**src/hdl/ustv_pkg.sv**
```systemverilog
// Shared types, constants and helpers for the UTF-8 string table validator.
package ustv_pkg;

    localparam int LENGTH_BITS = 16;
    localparam int MAX_BITS    = 16;
    localparam int CMP_BITS    = ((LENGTH_BITS > MAX_BITS) ? LENGTH_BITS : MAX_BITS) + 1;
    localparam int CP_BITS     = 21;

    localparam logic [CP_BITS-1:0]  CP_LIMIT       = 21'h10ffff;
    localparam logic [CP_BITS-1:0]  SURROGATE_LO   = 21'h00d800;
    localparam logic [CP_BITS-1:0]  SURROGATE_HI   = 21'h00dfff;
    localparam logic [MAX_BITS-1:0] MAX_LEN_RESET  = 16'd255;

    localparam logic [1:0] CLASS_NONE  = 2'd0;
    localparam logic [1:0] CLASS_TWO   = 2'd1;
    localparam logic [1:0] CLASS_THREE = 2'd2;
    localparam logic [1:0] CLASS_FOUR  = 2'd3;

    typedef struct packed {
        logic                   at_table_start;
        logic [LENGTH_BITS-1:0] string_length;
        logic [1:0]             bytes_pending;
        logic [CP_BITS-1:0]     code_point;
        logic [1:0]             minimum_class;
        logic                   error_seen;
    } scan_state_t;

    localparam scan_state_t SCAN_RESET = '{
        at_table_start: 1'b1,
        string_length:  '0,
        bytes_pending:  2'd0,
        code_point:     '0,
        minimum_class:  CLASS_NONE,
        error_seen:     1'b0
    };

    function automatic logic [CP_BITS-1:0] class_minimum(input logic [1:0] cls);
        logic [CP_BITS-1:0] m;
        unique case (cls)
            CLASS_TWO:   m = 21'h000080;
            CLASS_THREE: m = 21'h000800;
            CLASS_FOUR:  m = 21'h010000;
            default:     m = '0;
        endcase
        return m;
    endfunction

endpackage

```
**src/hdl/ustv_step.sv**
```systemverilog
// Per-byte decode: next scan state and verdict for one table byte.
module ustv_step
    import ustv_pkg::*;
(
    input  scan_state_t          cur,
    input  logic [MAX_BITS-1:0]  max_string_bytes,
    input  logic [7:0]           byte_value,
    input  logic                 last_byte,
    output scan_state_t          nxt,
    output logic                 failed
);

    logic [CMP_BITS-1:0] len_ext;
    logic [CMP_BITS-1:0] len_inc;
    logic [CMP_BITS-1:0] max_ext;
    logic [CMP_BITS-1:0] len_ones;
    logic [CP_BITS-1:0]  cp_shift;
    logic                err;
    scan_state_t         work;

    assign len_ext  = CMP_BITS'(cur.string_length);
    assign len_inc  = len_ext + CMP_BITS'(1);
    assign max_ext  = CMP_BITS'(max_string_bytes);
    assign len_ones = CMP_BITS'({LENGTH_BITS{1'b1}});
    assign cp_shift = {cur.code_point[CP_BITS-7:0], byte_value[5:0]};

    always_comb
    begin
        work = cur;
        err  = cur.error_seen;
        if (cur.at_table_start && byte_value != 8'd0)
        begin
            err = 1'b1;
        end
        work.at_table_start = 1'b0;

        if (byte_value == 8'd0)
        begin
            if (cur.bytes_pending != 2'd0 || len_ext > max_ext)
            begin
                err = 1'b1;
            end
            work.string_length = '0;
            work.bytes_pending = 2'd0;
        end
        else
        begin
            if (len_inc > max_ext || len_inc > len_ones)
            begin
                err = 1'b1;
            end
            work.string_length = (len_inc > len_ones) ? cur.string_length
                                                      : len_inc[LENGTH_BITS-1:0];

            if (cur.bytes_pending != 2'd0)
            begin
                if (byte_value[7:6] != 2'b10)
                begin
                    err = 1'b1;
                    work.bytes_pending = 2'd0;
                end
                else
                begin
                    work.code_point    = cp_shift;
                    work.bytes_pending = cur.bytes_pending - 2'd1;
                    if (cur.bytes_pending == 2'd1 &&
                        (cp_shift < class_minimum(cur.minimum_class) ||
                         cp_shift > CP_LIMIT ||
                         (cp_shift >= SURROGATE_LO && cp_shift <= SURROGATE_HI)))
                    begin
                        err = 1'b1;
                    end
                end
            end
            else
            begin
                priority if (byte_value[7] == 1'b0)
                begin
                    // plain ASCII
                end
                else if (byte_value[7:5] == 3'b110)
                begin
                    work.bytes_pending = 2'd1;
                    work.code_point    = CP_BITS'(byte_value[4:0]);
                    work.minimum_class = CLASS_TWO;
                end
                else if (byte_value[7:4] == 4'b1110)
                begin
                    work.bytes_pending = 2'd2;
                    work.code_point    = CP_BITS'(byte_value[3:0]);
                    work.minimum_class = CLASS_THREE;
                end
                else if (byte_value[7:3] == 5'b11110)
                begin
                    work.bytes_pending = 2'd3;
                    work.code_point    = CP_BITS'(byte_value[2:0]);
                    work.minimum_class = CLASS_FOUR;
                end
                else
                begin
                    err = 1'b1;
                end
            end
        end
        work.error_seen = err;

        failed = err;
        if (last_byte && (work.bytes_pending != 2'd0 || byte_value != 8'd0))
        begin
            failed = 1'b1;
        end
        nxt = last_byte ? SCAN_RESET : work;
    end

endmodule

```
**src/hdl/utf8_string_table_validator.sv**
```systemverilog
// Top level of the UTF-8 string table validator: word registers, scan state, config.
//
// Takes one table byte per word and returns one result word per byte, sustaining one
// word per clock. A byte is decoded against the scan state while it sits in the input
// register, and its result is loaded into the output register once that register is
// empty or being taken. Input stalls only while a result waits in the output register
// and is not taken. The error flag is sticky within a table. The word marked last
// carries the final verdict in failed, with finished high, and the scan state then
// returns to its reset values. max_string_bytes (reset 255) is written through
// cfg_write/cfg_data; the user must write it only while idle, which the block does
// not enforce.
module utf8_string_table_validator
    import ustv_pkg::*;
(
    input  logic                clk,
    input  logic                rst_n,
    input  logic                cfg_write,
    input  logic [MAX_BITS-1:0] cfg_data,
    input  logic                in_valid,
    output logic                in_ready,
    input  logic [7:0]          byte_value,
    input  logic                last_byte,
    output logic                out_valid,
    input  logic                out_ready,
    output logic                failed,
    output logic                finished
);

    logic [MAX_BITS-1:0] max_reg;
    logic                in_valid_reg;
    logic [7:0]          in_byte_reg;
    logic                in_last_reg;
    logic                out_valid_reg;
    logic                out_failed_reg;
    logic                out_finished_reg;
    scan_state_t         state_reg;
    scan_state_t         state_next;
    logic                failed_next;
    logic                advance;

    assign advance  = in_valid_reg && (!out_valid_reg || out_ready);
    assign in_ready = !in_valid_reg || advance;

    ustv_step u_step (
        .cur              (state_reg),
        .max_string_bytes (max_reg),
        .byte_value       (in_byte_reg),
        .last_byte        (in_last_reg),
        .nxt              (state_next),
        .failed           (failed_next)
    );

    always_ff @(posedge clk or negedge rst_n)
    begin
        if (!rst_n)
        begin
            max_reg       <= MAX_LEN_RESET;
            in_valid_reg  <= 1'b0;
            out_valid_reg <= 1'b0;
            state_reg     <= SCAN_RESET;
        end
        else
        begin
            if (cfg_write)
            begin
                max_reg <= cfg_data;
            end
            if (in_ready)
            begin
                in_valid_reg <= in_valid;
            end
            if (advance)
            begin
                out_valid_reg <= 1'b1;
                state_reg     <= state_next;
            end
            else if (out_ready)
            begin
                out_valid_reg <= 1'b0;
            end
        end
    end

    always_ff @(posedge clk)
    begin
        if (in_ready && in_valid)
        begin
            in_byte_reg <= byte_value;
            in_last_reg <= last_byte;
        end
        if (advance)
        begin
            out_failed_reg   <= failed_next;
            out_finished_reg <= in_last_reg;
        end
    end

    assign out_valid = out_valid_reg;
    assign failed    = out_failed_reg;
    assign finished  = out_finished_reg;

endmodule
```
**config.mk**
```make
export PLATFORM = sky130hd
export DESIGN_NAME = utf8_string_table_validator
export DESIGN_NICKNAME = d
export VERILOG_FILES = /design/src/hdl/ustv_pkg.sv /design/src/hdl/ustv_step.sv /design/src/hdl/utf8_string_table_validator.sv
export SDC_FILE = /design/constraint.sdc
export NUM_CORES = 1
export LEC_CHECK = 0
export BUFFER_PORTS_ARGS = -buffer_cell sky130_fd_sc_hd__buf_2
export CAP_MARGIN = 25
export CORE_ASPECT_RATIO = 0.5
export CORE_MARGIN = 8
export CORE_UTILIZATION = 29
export DETAILED_ROUTE_END_ITERATION = 7
export SLEW_MARGIN = 0
export SYNTH_ARGS = -nofsm -noshare
export SYNTH_HDL_FRONTEND = slang
export SYNTH_SLANG_ARGS = --single-unit
```
**constraint.sdc**
```tcl
create_clock -name clk -period 3.5 [get_ports clk]
set_clock_uncertainty 0.1 [all_clocks]
set_input_delay 0 -clock clk [delete_from_list [all_inputs] [get_ports clk]]
set_output_delay 0 -clock clk [all_outputs]
set_load 0.02 [all_outputs]
```
# Word-level counts from Yosys, hierarchy flattened
# Index checks and enable logic that the tools add are counted.
[word_totals] register_bits=66 latchBits=0 mem_bits_rw=0 romBits=0 in_bits=30 elab_cells=90 memories=0
[classes] addsub=2 n_mul=0 div=0 order_cmp=7 n_eq_ne=12 n_shift=0 muxes=29 bitwise=0 n_reduce_logical=27
[op_table] op="2-to-1 mux 25 bit" n=4
[op_table] op="2-to-1 mux 21 bit" n=4
[op_table] op="one-hot mux 17 bit (3 select lines)" n=1
[op_table] op="2-to-1 mux 23 bit" n=2
[op_table] op="2-to-1 mux 43 bit" n=1
[op_table] op=">= comparator 21 x 16 -> 1 bit (second input constant)" n=1
[op_table] op="> comparator 21 bit (second input constant)" n=1
[op_table] op="less-or-equal comparator 21 x 16 -> 1 bit (second input constant)" n=1
[op_table] op="less-than comparator 21 bit" n=1
[op_table] op="2-to-1 mux 18 bit" n=1
[op_table] op="adder 16 x 1 -> 17 bit (second input constant)" n=1
[op_table] op="> comparator 17 x 16 -> 1 bit" n=1
[op_table] op="> comparator 17 x 16 -> 1 bit (second input constant)" n=1
[op_table] op="> comparator 16 bit" n=1
[op_table] op="2-to-1 mux 16 bit" n=1
[op_table] op="2-to-1 mux 1 bit" n=13
[op_table] op="AND reduction 5 bit" n=2
[op_table] op="zero test 8 bit" n=1
[op_table] op="nonzero test 2 bit" n=4
[op_table] op="nonzero test 8 bit" n=1
[op_table] op="logical OR 1 bit" n=7
[op_table] op="logical AND 1 bit" n=6
[op_table] op="inequality test 2 bit (second input constant)" n=3
[op_table] op="equality test 5 bit (second input constant)" n=1
[op_table] op="other kinds (13)" n=17

# Depth between registers and ports, before layout
[logic_depth] word_depth=14 depth_mapped=14 mapped_depth_nobuf=13

# By module
# From an unflattened synthesis, not the netlist that was laid out.
[hier_totals] hier_cells=464 hier_area_um2=4908.5
[by_module_without_submodules] module="utf8_string_table_validator" n_inst=1 cells_each=144 area_per_inst_um2=2788.9 seq_area_each_um2=1868.0
[by_module_without_submodules] module="ustv_step" n_inst=1 cells_each=320 area_per_inst_um2=2119.5 seq_area_each_um2=0.0

# Least setup slack after synthesis
# No wires, ideal clock.
[synth_timing] path_kind="register to register" from="reg state_reg[27] (netlist name)" to="reg out_failed_reg (netlist: failed) (data pin)" setup_ps=269 arrival_time_ps=2809 t_required_ps=3131 setup_slack_ps=322 path_stages_with_launch=13 n_path_buf=1 period_less_slack_ps=3178 cell_sequence="dfrtp_1 > ha_1 > buf_2 > and3_1 > nand4_1 > nor2_1 > xor2_1 > ha_1 > a2111oi_0 > nand2_1 > o31ai_1 > and4_4 > o21ai_1"
[synth_between] elab_chain_cells=10 elab_cells_between_ends=16 classes_between="1 x add/sub; 3 x order compare; 10 x mux; 2 x reduce/logical"
[synth_rtl] item="start: declaration" line_no="utf8_string_table_validator.sv:36" rtl="scan_state_t state_reg;"
[synth_rtl] item="start signal: assignment" line_no="utf8_string_table_validator.sv:75" rtl="state_reg <= state_next;"
[synth_rtl] item="adder 16 x 1 -> 17 bit" line_no="ustv_step.sv:22" rtl="assign len_inc = len_ext + CMP_BITS'(1);"
[synth_rtl] item="> comparator 17 x 16 -> 1 bit" line_no="ustv_step.sv:48" rtl="if (len_inc > max_ext || len_inc > len_ones)"
[synth_rtl] item="logical OR 1 bit" line_no="ustv_step.sv:48"
[synth_rtl] item="2-to-1 mux 1 bit" line_no="ustv_step.sv:48"
[synth_rtl] item="2-to-1 mux 1 bit" line_no="ustv_step.sv:93" rtl="else if (byte_value[7:3] == 5'b11110)"
[synth_rtl] item="2-to-1 mux 1 bit" line_no="ustv_step.sv:87" rtl="else if (byte_value[7:4] == 4'b1110)"
[synth_rtl] item="2-to-1 mux 1 bit" line_no="ustv_step.sv:81" rtl="else if (byte_value[7:5] == 3'b110)"
[synth_rtl] item="2-to-1 mux 1 bit" line_no="ustv_step.sv:77" rtl="priority if (byte_value[7] == 1'b0)"
[synth_rtl] item="2-to-1 mux 1 bit" line_no="ustv_step.sv:55" rtl="if (cur.bytes_pending != 2'd0)"
[synth_rtl] item="2-to-1 mux 1 bit (*)" line_no="ustv_step.sv:37" rtl="if (byte_value == 8'd0)"
[synth_rtl] item="end signal: assignment" line_no="utf8_string_table_validator.sv:93" rtl="out_failed_reg <= failed_next;"
[synth_rtl] item="end: declaration" line_no="utf8_string_table_validator.sv:34" rtl="logic out_failed_reg;"
# Mark *: on every way between the ends. The rest lies on a longest branch, timed or not.
# A chain may end at the register's enable or synchronous reset.

# Final worst setup path
[layout_timing] from="reg state_reg[32] (netlist name)" to="reg out_failed_reg (netlist: failed) (data pin)"
# The elaborated chain is that of the path after synthesis.

==> results by stage <==
STA:
- The final period demand of the worst path is 3.30 ns.
- For the final routed database, the setup TNS stands at 0 ns.
- Setup repair after global routing left no endpoint under its margin.
- The normalized max-slew margin is 0.393.
- The final-report hold violation count is 0.
- Setup violations remaining at the end of the flow were counted as 0.
- The number of slew-limit violations in the final report is 0.
- The transition at the pin with the smallest max-transition slack is 0.911 ns.
- On the final layout, the worst hold slack is 0.0346 ns.
- The top achievable clock speed is 303 MHz.
- Dividing the final minimum period by the clock period gives 0.944.

Clock tree:
- Clock-pin slew was measured on the worst setup and hold paths at 0.06 ns.
- CTS built an H-tree with a depth of 3.
- The number of sinks handled by clock tree synthesis is 66.
- The clock passes through at most 2 buffers.
- The root buffer cell chosen for the clock tree is sky130_fd_sc_hd__clkbuf_16.
- The clock insertion delay at the later pin of the skew report is 0.34 ns.
- The clock tree from TritonCTS is done.
- TritonCTS created 9 clock buffers.

Place:
- The wire-length estimate of the detail-placed layout is 8840 um.
- The routability-driven placement congestion ratio is 0.941.
- During placement, the flow inserted port buffers numbering 33.

Detailed routing:
- The residual DRC count is 0.
- The detailed-routing wirelength on met1 is 5470 um.
- The met2 routed wirelength is 5800 um.
- The via density per instance is 5.04.
- The wire length after detailed routing is 11,900 um.
- The iteration count of the initial detailed-routing pass is 5.
- In the detailed route, the total length drawn on met3 is 447 um.
- The number of DRC violations after detailed-routing iteration 0 is 282.
- The top routing layer in use is met4.
- The number of routed nets with antenna violations is 0.
- The routed via count is 3,788.
- The detail-routed net length per standard cell is 15.8 um.

Worst setup path:
- The cell at the slowest stage of the critical path is sky130_fd_sc_hd__dfrtp_1.
- The number of buffers and inverters on the critical path is 0.
- The critical path start-end classification is reg2reg.
- The worst register-to-register path has a setup slack of 0.20 ns.
- The endpoint arrival time on the critical path is 3.28 ns.
- The critical path endpoint category is a flip-flop.
- The family with the most delay on the worst path is simple AND/OR/NAND/NOR gates.
- The worst setup path is launched from a flip-flop.
- The highest cell delay on the worst timing path is 0.49 ns.
- STA puts the critical path data required time at 3.47 ns.
- The critical path goes through and4_1 -> nand4_1 -> nor2_1 -> xor2_1 -> ha_1 -> a2111oi_0 -> nand2_1 -> o31ai_1 -> and4_4 -> o21ai_1.
- In this run the worst path has a maximum fanout of 8.

Layout:
- The number of antenna diodes in the final layout is 0.
- The share of cells above drive strength 1 is 0.186.
- The growth of design area from synthesis to finish is 25.2%.
- In the final design database the tool counted 617 nets.
- The flip-flop count of the largest register, all copies and words added is 37.

Die:
- The die is 190 um wide.
- In this run the core area contains 31 standard-cell rows.
- The core region area is 0.0146 sq mm.
- The overall die area is 0.0195 sq mm.
- The overall die height is 103 um.
- During I/O placement, the number of pins put on the boundary was 34.
- The initial cell density of the core is 0.300.

Logic synthesis:
- The count of flip-flops with a built-in enable after synthesis is 11.
- The post-synthesis net count is 540.
- The cell area after synthesis is 0.00438 sq mm.
- Among all flip-flop cells after synthesis, the most frequent one is sky130_fd_sc_hd__dfrtp_1.
- Synthesis handed over a netlist of 472 instances.
- The number of distinct library cells after synthesis is 68.
- The average instance area after synthesis is 9.28 sq um.
- The fraction of registers with async set/reset is 0.833.
- The number of warning messages in the yosys log is 0.
- For this run, the register share of the synthesized area comes to 0.392.
- The number of synthesized register bits is 66.

Global route:
- The number of global-route vias before repair is 3,848.
- The all-layer global routing usage is 0.129.
- Entering global routing, the biggest net connects 38 pins.
- The number of antenna violations at the first check in global routing came to 0.
- For this run the aggregate overflow at the end of global routing stands at 0.
- The global-route wire length before repair is 20,100 um.

Run:
- Across the run, the number of max-cap violations was 0.

Min path:
- In this run the worst hold path is classified as in2reg.

Power and ir drop:
- Across the VDD grid, the largest voltage drop is 0.229 mV.
- Dividing total power by cell area gives a power density of 415 mW/mm^2.
- In this run the static leakage power is 0.00240 uW.

Outcome:
- The flow ran to the end, and the final reports show no timing, DRC or antenna violations.
-- where the power goes --
part | internal [uW] | switching [uW]
Sequential | 856 | 50.5
Combinational | 193 | 261
Clock | 536 | 379
-- layout by cell type (no fill, tap or decap), types with 5 or more instances in the layout --
cell,n
sky130_fd_sc_hd__a21o_1,6
sky130_fd_sc_hd__a21oi_1,24
sky130_fd_sc_hd__a22o_1,7
sky130_fd_sc_hd__buf_2,33
sky130_fd_sc_hd__buf_4,21
sky130_fd_sc_hd__clkbuf_16,10
sky130_fd_sc_hd__dfrtp_1,44
sky130_fd_sc_hd__dfstp_2,9
sky130_fd_sc_hd__dlygate4sd3_1,34
sky130_fd_sc_hd__edfxtp_1,11
sky130_fd_sc_hd__ha_1,38
sky130_fd_sc_hd__inv_1,26
sky130_fd_sc_hd__nand2_1,71
sky130_fd_sc_hd__nand2b_1,13
sky130_fd_sc_hd__nand3_1,15
sky130_fd_sc_hd__nand3b_1,5
sky130_fd_sc_hd__nand4_1,12
sky130_fd_sc_hd__nor2_1,23
sky130_fd_sc_hd__nor3_1,5
sky130_fd_sc_hd__o21a_1,5
sky130_fd_sc_hd__o21ai_0,38
sky130_fd_sc_hd__o22ai_1,5
sky130_fd_sc_hd__xnor2_1,9
sky130_fd_sc_hd__xor2_1,5
-- per-stage QoR --
stage / power (uW) / setup slack [ns] / utilization / instance area [sq um] / cells
3_3_place_gp: 1340 / 0.325 / 0.331 / 4840 / 702
5_1_grt: 2400 / 0.0288 / 0.375 / 5490 / 752
3_5_place_dp: 1340 / 0.209 / 0.331 / 4840 / 702
2_1_floorplan: 1200 / 0.322 / - / 4380 / 472
6_report: 2280 / 0.198 / 0.375 / 5490 / 752
4_1_cts: 2300 / 0.195 / 0.375 / 5480 / 752
-- path summary, 6_finish.rpt --
check / start / depth (start not counted) / endpoint
worst max-delay path: state_reg[32]$_DFFE_PN0P_ / 10 / failed$_SDFFCE_PP1P_
worst min-delay path: cfg_write / 3 / max_reg[12]$_DFFE_PN0P_
worst max register to register: state_reg[32]$_DFFE_PN0P_ / 10 / failed$_SDFFCE_PP1P_
worst min register to register: state_reg[42]$_DFFE_PN1P_ / 2 / state_reg[42]$_DFFE_PN1P_
max in group asynchronous: rst_n / 3 / max_reg[5]$_DFFE_PN1P_
min in group asynchronous: rst_n / 2 / max_reg[11]$_DFFE_PN0P_
-- layer usage --
| layer | global-route usage | vias to the layer above |
|---|---|---|
| met1 | 0.163 | 1829 |
| li1 | - | 1874 |
| met5 | 0 | - |
| met3 | 0.0243 | 12 |
| met2 | 0.222 | 73 |
| met4 | 0.0436 | 0 |
-- cell families after synthesis --
family | Yosys count | share of synthesized area
flops | 66 | 0.392
buf+inv | 48 | 0.0483
simple gates | 177 | 0.211
compound gates | 128 | 0.209
xor+xnor | 14 | 0.0280
mux | 1 | 0.00257
fa+ha+maj | 38 | 0.109
-- layout make-up --
type,instances,area (sq um)
flip-flops and latches,66,1720
multi-input cells,358,2450
clock inverters,6,53.8
repair buffers,88,663
fillers,1456,9140
clock buffers,10,250
well taps,198,248
inverters,26,97.6
-- tightest hold or removal path, cell delays in order --
cell and delay, ns:
sky130_fd_sc_hd__buf_2 0.25, sky130_fd_sc_hd__nand2_1 0.10, sky130_fd_sc_hd__o21ai_0 0.06
-- cells in the mapped netlist, types with 3 or more instances --
master	number	area (sq um)
sky130_fd_sc_hd__inv_1	26	97.6
sky130_fd_sc_hd__nor4b_1	4	35.0
sky130_fd_sc_hd__a32o_1	3	30.0
sky130_fd_sc_hd__ha_1	38	475
sky130_fd_sc_hd__a21o_1	6	45.0
sky130_fd_sc_hd__clkbuf_1	11	41.3
sky130_fd_sc_hd__o21ai_1	4	20.0
sky130_fd_sc_hd__nand3b_1	5	37.5
sky130_fd_sc_hd__nor2b_1	4	25.0
sky130_fd_sc_hd__o22ai_1	5	31.3
sky130_fd_sc_hd__dfstp_2	9	236
sky130_fd_sc_hd__nand4b_1	3	26.3
sky130_fd_sc_hd__nand2_1	71	267
sky130_fd_sc_hd__xor2_1	5	43.8
sky130_fd_sc_hd__nand2b_1	13	81.3
sky130_fd_sc_hd__xnor2_1	9	78.8
sky130_fd_sc_hd__a22o_1	7	61.3
sky130_fd_sc_hd__dfrtp_1	46	1150
sky130_fd_sc_hd__buf_2	7	35.0
sky130_fd_sc_hd__nand3_1	15	75.1
sky130_fd_sc_hd__o21ai_0	38	190
sky130_fd_sc_hd__a2111oi_0	4	35.0
sky130_fd_sc_hd__and4_1	3	26.3
sky130_fd_sc_hd__edfxtp_1	11	330
sky130_fd_sc_hd__nand4_1	12	75.1
sky130_fd_sc_hd__nor4_1	4	25.0
sky130_fd_sc_hd__a21oi_1	24	120
sky130_fd_sc_hd__nor2_1	24	90.1
sky130_fd_sc_hd__nor3_1	5	25.0
sky130_fd_sc_hd__o21a_1	5	37.5
-- repair_timing --
item	in CTS	in global routing
hold endpoints to repair	58	0
gates resized for setup	0	3
setup buffers	0	0
endpoints found under the setup margin	0	1
hold buffers	34	0
No activity file was read; power rests on OpenSTA's default activity.
